[src/design/pdc_pkg.sv]
// Shared types and constants of the PID duty controller.
package pdc_pkg;

  localparam int GAIN_W   = 16;
  localparam int SCALE_W  = 8;
  localparam int ERR_W    = 19;
  localparam int INTEG_W  = 32;
  localparam int DUTY_W   = 7;
  localparam int DUTY_MAX = 100;
  localparam int ERR_MAX  = 262143;
  localparam int ERR_MIN  = -262144;

  // The shared multiplier takes a signed 33-bit operand and a gain or
  // scale zero-extended to a signed 17-bit operand.
  localparam int MUL_A_W = INTEG_W + 1;
  localparam int MUL_B_W = GAIN_W + 1;
  localparam int ACC_W   = MUL_A_W + MUL_B_W;
  // Bit position of the integer part of the control sum.
  localparam int DUTY_SHIFT = 20;

  localparam int STEP_W = 3;

  localparam int ADDR_W = 5;
  localparam int DATA_W = 32;

  localparam logic [2:0] REG_PROP_GAIN      = 3'd0;
  localparam logic [2:0] REG_INTEG_GAIN     = 3'd1;
  localparam logic [2:0] REG_DERIV_GAIN     = 3'd2;
  localparam logic [2:0] REG_SETPOINT_SCALE = 3'd3;
  localparam logic [2:0] REG_SENSOR_SCALE   = 3'd4;

  typedef enum logic [2:0] {
    A_SETPOINT = 3'd0,
    A_SENSOR   = 3'd1,
    A_ERROR    = 3'd2,
    A_INTEGRAL = 3'd3,
    A_DERIV    = 3'd4
  } a_sel_t;

  typedef enum logic [2:0] {
    B_SETPOINT_SCALE = 3'd0,
    B_SENSOR_SCALE   = 3'd1,
    B_PROP_GAIN      = 3'd2,
    B_INTEG_GAIN     = 3'd3,
    B_DERIV_GAIN     = 3'd4
  } b_sel_t;

  typedef enum logic [1:0] {
    ACC_HOLD = 2'd0,
    ACC_LOAD = 2'd1,
    ACC_ADD  = 2'd2
  } acc_op_t;

  typedef enum logic [1:0] {
    COND_NONE     = 2'd0,
    COND_WAIT_IN  = 2'd1,
    COND_WAIT_OUT = 2'd2
  } cond_t;

  // One microcode word.
  typedef struct packed {
    a_sel_t  a_sel;
    b_sel_t  b_sel;
    logic    mul_en;
    logic    load_set;
    logic    load_err;
    logic    update_state;
    acc_op_t acc_op;
    cond_t   cond;
    logic    accept_in;
    logic    finish;
    logic    last;
  } ctrl_t;

  typedef struct packed {
    logic in_valid;
    logic out_free;
  } status_t;

  typedef struct packed {
    logic [GAIN_W-1:0]  prop_gain;
    logic [GAIN_W-1:0]  integ_gain;
    logic [GAIN_W-1:0]  deriv_gain;
    logic [SCALE_W-1:0] setpoint_scale;
    logic [SCALE_W-1:0] sensor_scale;
  } cfg_t;

endpackage

[src/design/pdc_sequencer.sv]
// Step counter and microcode table that drive the PID datapath.
module pdc_sequencer (
  input  logic            clk,
  input  logic            rst,
  input  pdc_pkg::status_t status,
  output pdc_pkg::ctrl_t   ctrl
);
  import pdc_pkg::*;

  logic [STEP_W-1:0] step;
  logic [STEP_W-1:0] step_next;
  logic              hold;

  always_comb begin
    ctrl = '0;
    ctrl.a_sel  = A_SETPOINT;
    ctrl.b_sel  = B_SETPOINT_SCALE;
    ctrl.acc_op = ACC_HOLD;
    ctrl.cond   = COND_NONE;
    case (step)
      3'd0: begin
        ctrl.cond      = COND_WAIT_IN;
        ctrl.accept_in = 1'b1;
      end
      3'd1: begin
        ctrl.a_sel  = A_SETPOINT;
        ctrl.b_sel  = B_SETPOINT_SCALE;
        ctrl.mul_en = 1'b1;
      end
      3'd2: begin
        ctrl.a_sel    = A_SENSOR;
        ctrl.b_sel    = B_SENSOR_SCALE;
        ctrl.mul_en   = 1'b1;
        ctrl.load_set = 1'b1;
      end
      3'd3: begin
        ctrl.load_err = 1'b1;
      end
      3'd4: begin
        ctrl.a_sel        = A_ERROR;
        ctrl.b_sel        = B_PROP_GAIN;
        ctrl.mul_en       = 1'b1;
        ctrl.update_state = 1'b1;
      end
      3'd5: begin
        ctrl.a_sel  = A_INTEGRAL;
        ctrl.b_sel  = B_INTEG_GAIN;
        ctrl.mul_en = 1'b1;
        ctrl.acc_op = ACC_LOAD;
      end
      3'd6: begin
        ctrl.a_sel  = A_DERIV;
        ctrl.b_sel  = B_DERIV_GAIN;
        ctrl.mul_en = 1'b1;
        ctrl.acc_op = ACC_ADD;
      end
      3'd7: begin
        ctrl.cond   = COND_WAIT_OUT;
        ctrl.finish = 1'b1;
        ctrl.last   = 1'b1;
      end
      default: begin
        ctrl.last = 1'b1;
      end
    endcase
  end

  always_comb begin
    case (ctrl.cond)
      COND_WAIT_IN:  hold = !status.in_valid;
      COND_WAIT_OUT: hold = !status.out_free;
      default:       hold = 1'b0;
    endcase
  end

  always_comb begin
    if (hold) begin
      step_next = step;
    end else if (ctrl.last) begin
      step_next = '0;
    end else begin
      step_next = step + 1'b1;
    end
  end

  always_ff @(posedge clk) begin
    if (rst) begin
      step <= '0;
    end else begin
      step <= step_next;
    end
  end

endmodule

[src/design/pdc_datapath.sv]
// Shared multiplier, accumulator and loop state of the PID controller.
module pdc_datapath #(
  parameter int ADC_BITS = 10
) (
  input  logic                               clk,
  input  logic                               rst,
  input  pdc_pkg::ctrl_t                     ctrl,
  input  pdc_pkg::cfg_t                      cfg,
  input  logic                               in_fire,
  input  logic [ADC_BITS-1:0]                setpoint_sample,
  input  logic [ADC_BITS-1:0]                sensor_sample,
  output logic [pdc_pkg::DUTY_W-1:0]         duty_calc,
  output logic signed [pdc_pkg::ERR_W-1:0]   err_out
);
  import pdc_pkg::*;

  localparam int PROD_W = ADC_BITS + SCALE_W;
  localparam int DIFF_W = PROD_W + 1;
  localparam int WIDE_W = (DIFF_W > ERR_W) ? DIFF_W : ERR_W;
  localparam int SUM_W  = ERR_W + 1;

  localparam logic signed [WIDE_W-1:0]  ERR_HI   = WIDE_W'(ERR_MAX);
  localparam logic signed [WIDE_W-1:0]  ERR_LO   = WIDE_W'(ERR_MIN);
  localparam logic signed [INTEG_W-1:0] INTEG_HI = {1'b0, {(INTEG_W-1){1'b1}}};
  localparam logic signed [INTEG_W-1:0] INTEG_LO = {1'b1, {(INTEG_W-1){1'b0}}};

  logic [ADC_BITS-1:0]        setpoint_q;
  logic [ADC_BITS-1:0]        sensor_q;
  logic [PROD_W-1:0]          set_q8;
  logic signed [ERR_W-1:0]    err;
  logic signed [ERR_W-1:0]    last_error;
  logic signed [INTEG_W-1:0]  integral_sum;
  logic signed [SUM_W-1:0]    deriv;
  logic signed [ACC_W-1:0]    prod;
  logic signed [ACC_W-1:0]    acc;

  logic signed [MUL_A_W-1:0]  mul_a;
  logic signed [MUL_B_W-1:0]  mul_b;
  logic signed [ACC_W-1:0]    mul_full;
  logic signed [WIDE_W-1:0]   diff;
  logic signed [ERR_W-1:0]    err_next;
  logic signed [SUM_W-1:0]    pair;
  logic signed [SUM_W-1:0]    inc;
  logic signed [INTEG_W:0]    integ_wide;
  logic signed [INTEG_W-1:0]  integral_next;
  logic signed [SUM_W-1:0]    deriv_next;
  logic signed [ACC_W-1:0]    total;

  always_comb begin
    case (ctrl.a_sel)
      A_SETPOINT: mul_a = signed'(MUL_A_W'(setpoint_q));
      A_SENSOR:   mul_a = signed'(MUL_A_W'(sensor_q));
      A_ERROR:    mul_a = MUL_A_W'(err);
      A_INTEGRAL: mul_a = MUL_A_W'(integral_sum);
      A_DERIV:    mul_a = MUL_A_W'(deriv);
      default:    mul_a = '0;
    endcase
  end

  always_comb begin
    case (ctrl.b_sel)
      B_SETPOINT_SCALE: mul_b = signed'(MUL_B_W'(cfg.setpoint_scale));
      B_SENSOR_SCALE:   mul_b = signed'(MUL_B_W'(cfg.sensor_scale));
      B_PROP_GAIN:      mul_b = signed'(MUL_B_W'(cfg.prop_gain));
      B_INTEG_GAIN:     mul_b = signed'(MUL_B_W'(cfg.integ_gain));
      B_DERIV_GAIN:     mul_b = signed'(MUL_B_W'(cfg.deriv_gain));
      default:          mul_b = '0;
    endcase
  end

  assign mul_full = mul_a * mul_b;

  // Both scaled samples are non-negative, so the error never needs more
  // than one bit beyond the product width before it is saturated.
  assign diff = signed'(WIDE_W'(set_q8)) - signed'(WIDE_W'(prod[PROD_W-1:0]));

  always_comb begin
    if (diff > ERR_HI) begin
      err_next = ERR_W'(ERR_HI);
    end else if (diff < ERR_LO) begin
      err_next = ERR_W'(ERR_LO);
    end else begin
      err_next = diff[ERR_W-1:0];
    end
  end

  // The arithmetic shift gives the floor of the quarter for negative sums.
  assign pair       = SUM_W'(err) + SUM_W'(last_error);
  assign inc        = pair >>> 2;
  assign integ_wide = (INTEG_W+1)'(integral_sum) + (INTEG_W+1)'(inc);
  assign deriv_next = SUM_W'(err) - SUM_W'(last_error);

  always_comb begin
    if (integ_wide[INTEG_W] != integ_wide[INTEG_W-1]) begin
      integral_next = integ_wide[INTEG_W] ? INTEG_LO : INTEG_HI;
    end else begin
      integral_next = integ_wide[INTEG_W-1:0];
    end
  end

  assign total = acc + prod;

  always_comb begin
    if (total[ACC_W-1]) begin
      duty_calc = '0;
    end else if (total[ACC_W-2:DUTY_SHIFT] > (ACC_W-1-DUTY_SHIFT)'(DUTY_MAX)) begin
      duty_calc = DUTY_W'(DUTY_MAX);
    end else begin
      duty_calc = total[DUTY_SHIFT+DUTY_W-1:DUTY_SHIFT];
    end
  end

  assign err_out = last_error;

  always_ff @(posedge clk) begin
    if (in_fire) begin
      setpoint_q <= setpoint_sample;
      sensor_q   <= sensor_sample;
    end
    if (ctrl.mul_en) begin
      prod <= mul_full;
    end
    if (ctrl.load_set) begin
      set_q8 <= prod[PROD_W-1:0];
    end
    if (ctrl.load_err) begin
      err <= err_next;
    end
    if (ctrl.update_state) begin
      deriv <= deriv_next;
    end
    case (ctrl.acc_op)
      ACC_LOAD: acc <= prod;
      ACC_ADD:  acc <= total;
      default:  acc <= acc;
    endcase
  end

  always_ff @(posedge clk) begin
    if (rst) begin
      last_error   <= '0;
      integral_sum <= '0;
    end else if (ctrl.update_state) begin
      last_error   <= err;
      integral_sum <= integral_next;
    end
  end

endmodule

[src/design/pid_duty_controller.sv]
// PID duty controller top level: register port, handshakes and result register.
//
// Each transfer on the input channel carries a setpoint and a sensor sample;
// the block scales both, forms the error, updates the derivative and the
// saturating trapezoidal integral, and returns one result with the duty in
// percent (0..100) and the saturated error. A small microcode program runs
// every item through one shared 33x17 multiplier in eight steps: one accept
// step, two scaling products, one step that forms the saturated error, three
// gain products and a finishing step that also sums and clamps. The result is
// loaded in the finishing step; the next item can be taken in the following
// cycle, so an item is taken only once the last is done. The result sits in
// an output register, and the next item is taken while it waits; the finishing
// step holds only if the previous result has still not been taken. The user
// must write gains and scales via the register port while idle (not enforced).
module pid_duty_controller #(
  parameter int ADC_BITS = 10
) (
  input  logic                              clk,
  input  logic                              rst,
  input  logic                              in_valid,
  output logic                              in_stall,
  input  logic [ADC_BITS-1:0]               setpoint_sample,
  input  logic [ADC_BITS-1:0]               sensor_sample,
  output logic                              out_valid,
  input  logic                              out_stall,
  output logic [pdc_pkg::DUTY_W-1:0]        duty,
  output logic signed [pdc_pkg::ERR_W-1:0]  error_value,
  input  logic                              psel,
  input  logic                              penable,
  input  logic                              pwrite,
  input  logic [pdc_pkg::ADDR_W-1:0]        paddr,
  input  logic [pdc_pkg::DATA_W-1:0]        pwdata,
  output logic [pdc_pkg::DATA_W-1:0]        prdata,
  output logic                              pready
);
  import pdc_pkg::*;

  cfg_t                     cfg;
  ctrl_t                    ctrl;
  status_t                  status;
  logic                     in_fire;
  logic                     out_free;
  logic                     load_result;
  logic                     cfg_write;
  logic [2:0]               reg_index;
  logic [DUTY_W-1:0]        duty_calc;
  logic signed [ERR_W-1:0]  err_out;

  assign pready    = 1'b1;
  assign cfg_write = psel && penable && pwrite && pready;
  assign reg_index = paddr[ADDR_W-1:2];

  always_ff @(posedge clk) begin
    if (rst) begin
      cfg.prop_gain      <= GAIN_W'(4096);
      cfg.integ_gain     <= GAIN_W'(410);
      cfg.deriv_gain     <= GAIN_W'(10240);
      cfg.setpoint_scale <= SCALE_W'(25);
      cfg.sensor_scale   <= SCALE_W'(125);
    end else if (cfg_write) begin
      case (reg_index)
        REG_PROP_GAIN:      cfg.prop_gain      <= pwdata[GAIN_W-1:0];
        REG_INTEG_GAIN:     cfg.integ_gain     <= pwdata[GAIN_W-1:0];
        REG_DERIV_GAIN:     cfg.deriv_gain     <= pwdata[GAIN_W-1:0];
        REG_SETPOINT_SCALE: cfg.setpoint_scale <= pwdata[SCALE_W-1:0];
        REG_SENSOR_SCALE:   cfg.sensor_scale   <= pwdata[SCALE_W-1:0];
        default:            cfg                <= cfg;
      endcase
    end
  end

  always_comb begin
    case (reg_index)
      REG_PROP_GAIN:      prdata = DATA_W'(cfg.prop_gain);
      REG_INTEG_GAIN:     prdata = DATA_W'(cfg.integ_gain);
      REG_DERIV_GAIN:     prdata = DATA_W'(cfg.deriv_gain);
      REG_SETPOINT_SCALE: prdata = DATA_W'(cfg.setpoint_scale);
      REG_SENSOR_SCALE:   prdata = DATA_W'(cfg.sensor_scale);
      default:            prdata = '0;
    endcase
  end

  assign in_stall    = !ctrl.accept_in;
  assign in_fire     = in_valid && !in_stall;
  assign out_free    = !out_valid || !out_stall;
  assign load_result = ctrl.finish && out_free;

  assign status.in_valid = in_valid;
  assign status.out_free = out_free;

  pdc_sequencer u_sequencer (
    .clk    (clk),
    .rst    (rst),
    .status (status),
    .ctrl   (ctrl)
  );

  pdc_datapath #(
    .ADC_BITS (ADC_BITS)
  ) u_datapath (
    .clk             (clk),
    .rst             (rst),
    .ctrl            (ctrl),
    .cfg             (cfg),
    .in_fire         (in_fire),
    .setpoint_sample (setpoint_sample),
    .sensor_sample   (sensor_sample),
    .duty_calc       (duty_calc),
    .err_out         (err_out)
  );

  always_ff @(posedge clk) begin
    if (rst) begin
      out_valid <= 1'b0;
    end else if (load_result) begin
      out_valid <= 1'b1;
    end else if (!out_stall) begin
      out_valid <= 1'b0;
    end
  end

  always_ff @(posedge clk) begin
    if (load_result) begin
      duty        <= duty_calc;
      error_value <= err_out;
    end
  end

`ifndef SYNTHESIS
  // Once an item is taken, the program is busy with it for the next cycle.
  a_busy_after_accept: assert property (@(posedge clk) disable iff (rst)
    in_fire |=> in_stall)
    else $error("input taken again right after a transfer");

  // A finishing step blocked by a waiting result must stay where it is.
  a_finish_holds: assert property (@(posedge clk) disable iff (rst)
    (ctrl.finish && !out_free) |=> ctrl.finish)
    else $error("finishing step left while the result register was full");

  // A freshly loaded result always carries a clamped duty.
  a_duty_range: assert property (@(posedge clk) disable iff (rst)
    load_result |=> (duty <= DUTY_W'(DUTY_MAX)) && out_valid)
    else $error("loaded duty outside the clamp range");
`endif

endmodule
[config.mk]
export PLATFORM = sky130hd
export DESIGN_NAME = pid_duty_controller
export DESIGN_NICKNAME = d
export VERILOG_FILES = /design/src/design/pdc_pkg.sv /design/src/design/pdc_sequencer.sv /design/src/design/pdc_datapath.sv /design/src/design/pid_duty_controller.sv
export SDC_FILE = /design/constraint.sdc
export NUM_CORES = 2
export LEC_CHECK = 0
export BUFFER_PORTS_ARGS = -buffer_cell sky130_fd_sc_hd__buf_4
export CAP_MARGIN = 5
export CORE_ASPECT_RATIO = 0.75
export CORE_MARGIN = 10
export CORE_UTILIZATION = 45
export CTS_CLUSTER_DIAMETER = 30
export DETAILED_ROUTE_END_ITERATION = 8
export PLACE_DENSITY = 0.67
export SYNTH_ARGS = -nofsm -noshare
export SYNTH_HDL_FRONTEND = slang
export SYNTH_SLANG_ARGS = --single-unit
[constraint.sdc]
create_clock -name clk -period 11.1 [get_ports clk]
set_clock_uncertainty 0.05 [all_clocks]
set_input_delay 2.22 -clock clk [delete_from_list [all_inputs] [get_ports clk]]
set_output_delay 2.22 -clock clk [all_outputs]
set_load 0.05 [all_outputs]
* After elaboration in Yosys (flattened, before gate mapping)
Index checks and enable logic that the tools add are counted.
** Operators by class
- Add/sub/neg operators :: 6
- $mul :: 1
- Order comparisons :: 3
- Equality and inequality tests :: 25
- Muxes and demuxes :: 20
- Reductions and logical operators :: 21
** Operators with widths (count)
- $pmux 33 s5 :: 1
- $pmux 16 s5 :: 2
- $pmux 50 s2 :: 1
- $mux 32 :: 2
- $add 50x50->50 :: 1
- $mul 33x17->50 :: 1
- $pmux 7 s5 :: 1
- $add 32x18->33 :: 1
- $gt 29x7->1 const B :: 1
- $eq 3x2->1 const B :: 8
- $eq 3x3->1 const B :: 7
- $add 19x19->20 :: 1
- $sub 19x19->20 :: 1
- $gt 19x19->1 const B :: 1
- $lt 19x19->1 const B :: 1
- $mux 19 :: 1
- $sub 18x18->19 :: 1
- $eq 3x1->1 const B :: 4
- $logic_not 3->1 :: 4
- $reduce_and 2->1 :: 5
- $pmux 2 s2 :: 2
- $mux 7 :: 1
- $mux 1 :: 6
- $logic_not 1->1 :: 5
- 12 further kinds :: 17
** Word-level totals
- Bits in registers :: 322
- Input bits :: 64
- Output and inout port bits :: 61
- Word-level logic and storage cells :: 95

* Longest topological paths before layout
- Depth after elaboration :: 5
- Gate-level depth with buffers :: 36
- Mapped depth without buffers :: 33

* Hierarchy
A second synthesis with hierarchy kept.
** Second synthesis, totals
- Cell total of the unflattened synthesis :: 4175
- Area, all modules :: 38304.2 um2
** By module, submodules not included
- pdc_datapath :: times used 1, cells each 3745, area each 33843.7 um2, seq. area each 6336.1 um2
- pid_duty_controller :: times used 1, cells each 389, area each 4122.7 um2, seq. area each 2082.0 um2
- pdc_sequencer :: times used 1, cells each 41, area each 337.8 um2, seq. area each 60.1 um2

* Worst setup path before layout
Ideal clock, no wire load.
- Kind :: register -> register
- Start point :: reg u_sequencer.step[0]
- End point :: reg u_datapath.prod[47] (data pin)
- Library setup time :: 0.259 ns
- Arrival :: 8.526 ns
- Data required time :: 10.791 ns
- Setup slack :: 2.265 ns
- Cell stages (with the launch flop) :: 32
- Path buffers :: 3
- Period minus slack after synthesis :: 8.835 ns
- Cell sequence :: dfxtp_1 > inv_1 > ha_1 > nor2b_1 > a31o_2 > clkbuf_1 > buf_1 > a221o_1 > clkbuf_1 > nand2_1 > fa_1 > fa_1 > fa_1 > inv_1 > fa_1 > fa_1 > inv_1 > fa_1 > inv_1 > ha_1 > a21o_1 > a21oi_1 > o21bai_1 > a2111oi_0 > a31oi_1 > a31o_2 > o41a_1 > a21oi_1 > o21ai_1 > a21oi_1 > o21ai_0 > nor2b_1
** Between the ends
- Longest elaborated chain between the ends :: 5
- Elaborated cells on any way between the ends :: 19
- Classes of those cells :: 1 x mul; 13 x eq/ne; 3 x mux; 2 x reduce/logical
** RTL lines
- start, declared :: line pdc_sequencer.sv:10 : logic [STEP_W-1:0] step;
- start signal, assigned :: line pdc_sequencer.sv:90 : step <= step_next;
- $eq 3x3->1 (tied with other cells) :: line pdc_sequencer.sv:20 : case (step)
- $pmux 7 s5 (*) :: line pdc_sequencer.sv:20
- $eq 3x3->1 (tied with other cells) :: line pdc_datapath.sv:50 : case (ctrl.a_sel)
- $pmux 33 s5 / $pmux 16 s5 (equally long branches) :: line pdc_datapath.sv:50, pdc_datapath.sv:61
- $mul 33x17->50 (*) :: line pdc_datapath.sv:71 : assign mul_full = mul_a * mul_b;
- net u_datapath.mul_full[47] :: line pdc_datapath.sv:39 : logic signed [ACC_W-1:0] mul_full;
- end signal, assigned :: line pdc_datapath.sv:121 : prod <= mul_full;
- end, declared :: line pdc_datapath.sv:34 : logic signed [ACC_W-1:0] prod;
The timed path passes the listed nets; every way through them passes the cells marked *.
A chain may end at the register's enable or synchronous reset.

* Worst setup path after layout
- Start point :: reg u_sequencer.step[1]
- End point :: reg u_datapath.prod[48] (data pin)
The elaborated chain is that of the path after synthesis.

==> flow_summary.toml <==
[outcome]
status = "finished clean"

[setup_path]
worst_r2r_startpoint = "u_sequencer.step[1]$_SDFFE_PP0N_"
worst-endpoint-arrival_ns = 10.20
crit_path_top_delay_cell = "sky130_fd_sc_hd__and3_1"
worst-path-max-fanout = 46
reg2reg_to = "u_datapath.prod[48]$_DFFE_PN_"
worst-r2r-cell-count = 31
crit_top_cell = "sky130_fd_sc_hd__fa_1"
rrSetupSlack_ns = 1.21
critPathRequiredTime_ns = 11.41
setup.worst_path.end_class = "flip-flop"
max_stage_delay_ns = 0.90
critPathKind = "reg2reg"
start_kind = "flip-flop"

[drt]
vias = 29600
drt_wl_total_mm = 104
post_drt_wl_per_cell_um = 19.2
post_drt_via_cell_ratio = 5.44
dr.first_iter.drc_count = 2675
postRouteAntennaNets = 0
drc_errors = 0
dr.pass1.iters = 6

[sta]
post-route-min-period_ns = 9.89
slew_viol_final = 0
hold_violations = 0
fmaxAchievable_mhz = 101
hold_slack_ns = 0.418
final.setup.worst_slack_ns = 1.21
setup-violations-final = 0
worst-slew-pin-transition_ns = 1.15
finalCritPeriodShare_pct = 89.1
finalSetupTns_ns = 0
rsz0062_at_grt = "no"
maxSlewHeadroom_pct = 23.4

[worst_hold_path]
hold-path-endpoint = "cfg[62]$_SDFFE_PP0P_"
timing.hold.worst_path_depth = 2
hold_class = "reg2reg"
hp-start = "cfg[62]$_SDFFE_PP0P_"

[pwr]
p_int_mw = 4.11
power.density_nw_per_um2 = 161
leakagePower_nw = 19.3
netSwitchingPower_mw = 2.63
finalPower_mw = 6.74
pwr-share-clk_pct = 33.6
p_seq_share_pct = 24.2
power.ir.vdd_worst_uv = 162
share_of_total_power_consumed_by_net_switching_pct = 39.1
pwr-share-comb_pct = 42.2

[yosys]
postSynthAreaPerCell_sq_um = 8.90
yosysUniqueCellTypes = 92
synth-seq-cells = 322
synth-main-ff-cell = "sky130_fd_sc_hd__edfxtp_1"
netlist_area_sq_um = 37400
yosysWarningCount = 0
synthesis.instances = 4200
synth_seq_area_share_pct = 22.7
synth_enable_flop_cells = 203
synthArstFlopShare_pct = 0

[floorplan]
coreArea_sq_um = 82300
rows = 91
die-area_sq_um = 95100
dieHeight_um = 270
die-width_um = 353
floorplan.io_pins = 125
initial_core_util_pct = 45.4

[placement]
gp_congestion = 0.931
place_hpwl_mm = 80.4
io_buffer_count = 89
pre_cts_ws_ns = 1.39

[global_route]
grt_max_degree = 79
wire_length_of_the_first_global_routing_pass_mm = 167
first_global_vias = 29800
grt.total_usage_pct = 21.9
overflow = 0
initial_antenna_violation_count = 0

[clock_network]
clk-insertion-delay-late_ns = 0.63
clk_slew_on_worst_s_h_paths_ns = 0.05
post-cts-setup-buffer-count = 0
cts_max_level = 3
cts-buffers-inserted = 76
cts.sinks = 322
cts_tree = "done"
cts_root_buf = "sky130_fd_sc_hd__clkbuf_16"
post_cts_resize_count = 0
clock_tree.buffer_depth = 3
cts_hold_buffers = 0

[flow_run]
drv_cap = 0

[final_layout]
post_route_cells_drive_above_1_share_pct = 8.62
finalNetCount = 5077
area_growth_pct = 12.1
[critical path: cells and delay by family, from the launching register on]
family,cells,cell delay (ns)
multiplexers,1,0.55
AO/OA/AOI/OAI,10,2.77
AND/OR/NAND/NOR,5,1.34
buffers and inverters,7,1.00
flip-flops,1,0.34
adder cells (fa/ha/maj),7,3.35
XOR/XNOR,1,0.15
[registers in the layout, indices dropped and copies added (netlist names), 18 cells and up]
signal,flops
u_datapath.deriv,20
u_datapath.prod,50
u_datapath.err_out,19
cfg,64
u_datapath.integral_sum,32
u_datapath.acc,50
u_datapath.set_q8,18
u_datapath.err,19
error_value,19
[final cells by class]
class                      instances  area, sq um
clock inverter                    57          651
antenna                            1         2.50
multi-input combinational       2991        25600
clock buffer                      82         1950
inverter                         699         2630
fill                            7581        40400
tap                             1116         1400
sequential                       322         8480
timing repair buffer             164         1230
[routing by layer]
layer / part of all wire [%] / up-vias / track usage, %
li1: - / 13800 / -
met1: 44 / 14400 / 30.2
met2: 43 / 1175 / 33.0
met3: 10 / 187 / 6.79
met4: 2.6 / 0 / 6.17
met5: 0 / - / 0
[synthesized netlist by cell type (all sizes together), types with 4 or more instances]
library cell / n / area share, %
a222oi: 6 / 0.16
or2: 9 / 0.15
o31ai: 5 / 0.10
and4: 5 / 0.12
inv: 698 / 7.0
mux2i: 33 / 0.88
nand2b: 25 / 0.42
a221oi: 17 / 0.41
nand2: 599 / 6.0
dfxtp: 119 / 6.4
edfxtp: 203 / 16
nand4: 23 / 0.38
a21boi: 6 / 0.12
or3: 16 / 0.27
o211ai: 9 / 0.18
a21oi: 266 / 3.6
o22ai: 12 / 0.20
o21ai: 130 / 1.8
mux2: 24 / 0.72
nor2: 394 / 4.0
a21o: 104 / 2.1
a211o: 18 / 0.42
nor4: 6 / 0.14
o21bai: 20 / 0.40
fa: 497 / 27
a221o: 17 / 0.46
xor2: 50 / 1.2
xnor2: 104 / 2.4
buf: 35 / 0.58
nor3: 34 / 0.46
a41oi: 4 / 0.11
and3: 18 / 0.30
nand3b: 12 / 0.24
a211oi: 49 / 1.0
a22oi: 30 / 0.62
o21a: 25 / 0.50
clkbuf: 168 / 1.7
o2111ai: 9 / 0.21
ha: 262 / 8.8
a31o: 5 / 0.12
nor2b: 19 / 0.32
and2: 26 / 0.43
o31a: 6 / 0.14
a31oi: 16 / 0.27
nand3: 28 / 0.37
[through the flow]
stage          utilization [%]  area (sq um)  instances
2_1_floorplan                -         37400       4215
6_report                  50.9         41900       5432
4_1_cts                   50.9         41900       5431
3_5_place_dp              47.8         39300       5292
5_1_grt                   50.9         41900       5431
3_3_place_gp              47.8         39300       5292
[logic make-up after synthesis]
logic type / synth area share, %
buffers and inverters: 9.28
and+or+nand+nor: 14.0
xor gates and xnor gates: 3.61
adders and majority gates: 35.4
AOI/OAI and AO/OA: 13.5
other: 0.0201
DFF: 22.7
muxes: 1.61
[how the worst max path moves through the flow]
stage	start	end	slack [ns]
finish	u_sequencer.step[1]$_SDFFE_PP0N_	u_datapath.prod[48]$_DFFE_PN_	1.21
global route	u_sequencer.step[1]$_SDFFE_PP0N_	u_datapath.prod[48]$_DFFE_PN_	0.67
CTS	u_sequencer.step[1]$_SDFFE_PP0N_	u_datapath.prod[48]$_DFFE_PN_	1.35
detailed placement	u_sequencer.step[1]$_SDFFE_PP0N_	u_datapath.prod[48]$_DFFE_PN_	1.39
global placement	u_sequencer.step[1]$_SDFFE_PP0N_	u_datapath.prod[48]$_DFFE_PN_	1.39
floorplan	u_sequencer.step[0]$_SDFFE_PP0N_	u_datapath.prod[47]$_DFFE_PN_	2.26
[placed cells by master, fill, tap and decap left out, types with 14 or more instances in the layout]
master / count
sky130_fd_sc_hd__buf_4: 164
sky130_fd_sc_hd__clkbuf_16: 77
sky130_fd_sc_hd__a221oi_1: 15
sky130_fd_sc_hd__conb_1: 17
sky130_fd_sc_hd__ha_1: 261
sky130_fd_sc_hd__o21a_1: 25
sky130_fd_sc_hd__edfxtp_1: 203
sky130_fd_sc_hd__xor2_1: 50
sky130_fd_sc_hd__o21ai_1: 34
sky130_fd_sc_hd__a21o_1: 102
sky130_fd_sc_hd__a22oi_1: 29
sky130_fd_sc_hd__or3_1: 15
sky130_fd_sc_hd__o21ai_0: 94
sky130_fd_sc_hd__o21bai_1: 20
sky130_fd_sc_hd__and2_1: 24
sky130_fd_sc_hd__nand3_1: 28
sky130_fd_sc_hd__a31oi_1: 16
sky130_fd_sc_hd__nor2_1: 394
sky130_fd_sc_hd__a21oi_1: 262
sky130_fd_sc_hd__and3_1: 18
sky130_fd_sc_hd__inv_1: 695
sky130_fd_sc_hd__a211oi_1: 47
sky130_fd_sc_hd__fa_1: 497
sky130_fd_sc_hd__nor3_1: 33
sky130_fd_sc_hd__nand4_1: 23
sky130_fd_sc_hd__a221o_1: 14
sky130_fd_sc_hd__dfxtp_1: 119
sky130_fd_sc_hd__xnor2_1: 103
sky130_fd_sc_hd__mux2i_1: 32
sky130_fd_sc_hd__nand2_1: 598
sky130_fd_sc_hd__nand2b_1: 25
sky130_fd_sc_hd__a211o_1: 18
sky130_fd_sc_hd__nor2b_1: 18
sky130_fd_sc_hd__mux2_2: 24
[power groups by stage]
stage	Combinational [mW]	Sequential, mW	Clock, mW
after global routing	3.23	1.64	2.36
after CTS	2.83	1.63	2.30
final	2.84	1.63	2.26
after floorplan	2.15	1.60	0
after global placement	2.75	1.65	0
after detailed placement	2.79	1.65	0
Power figures use the tool's default switching activity.
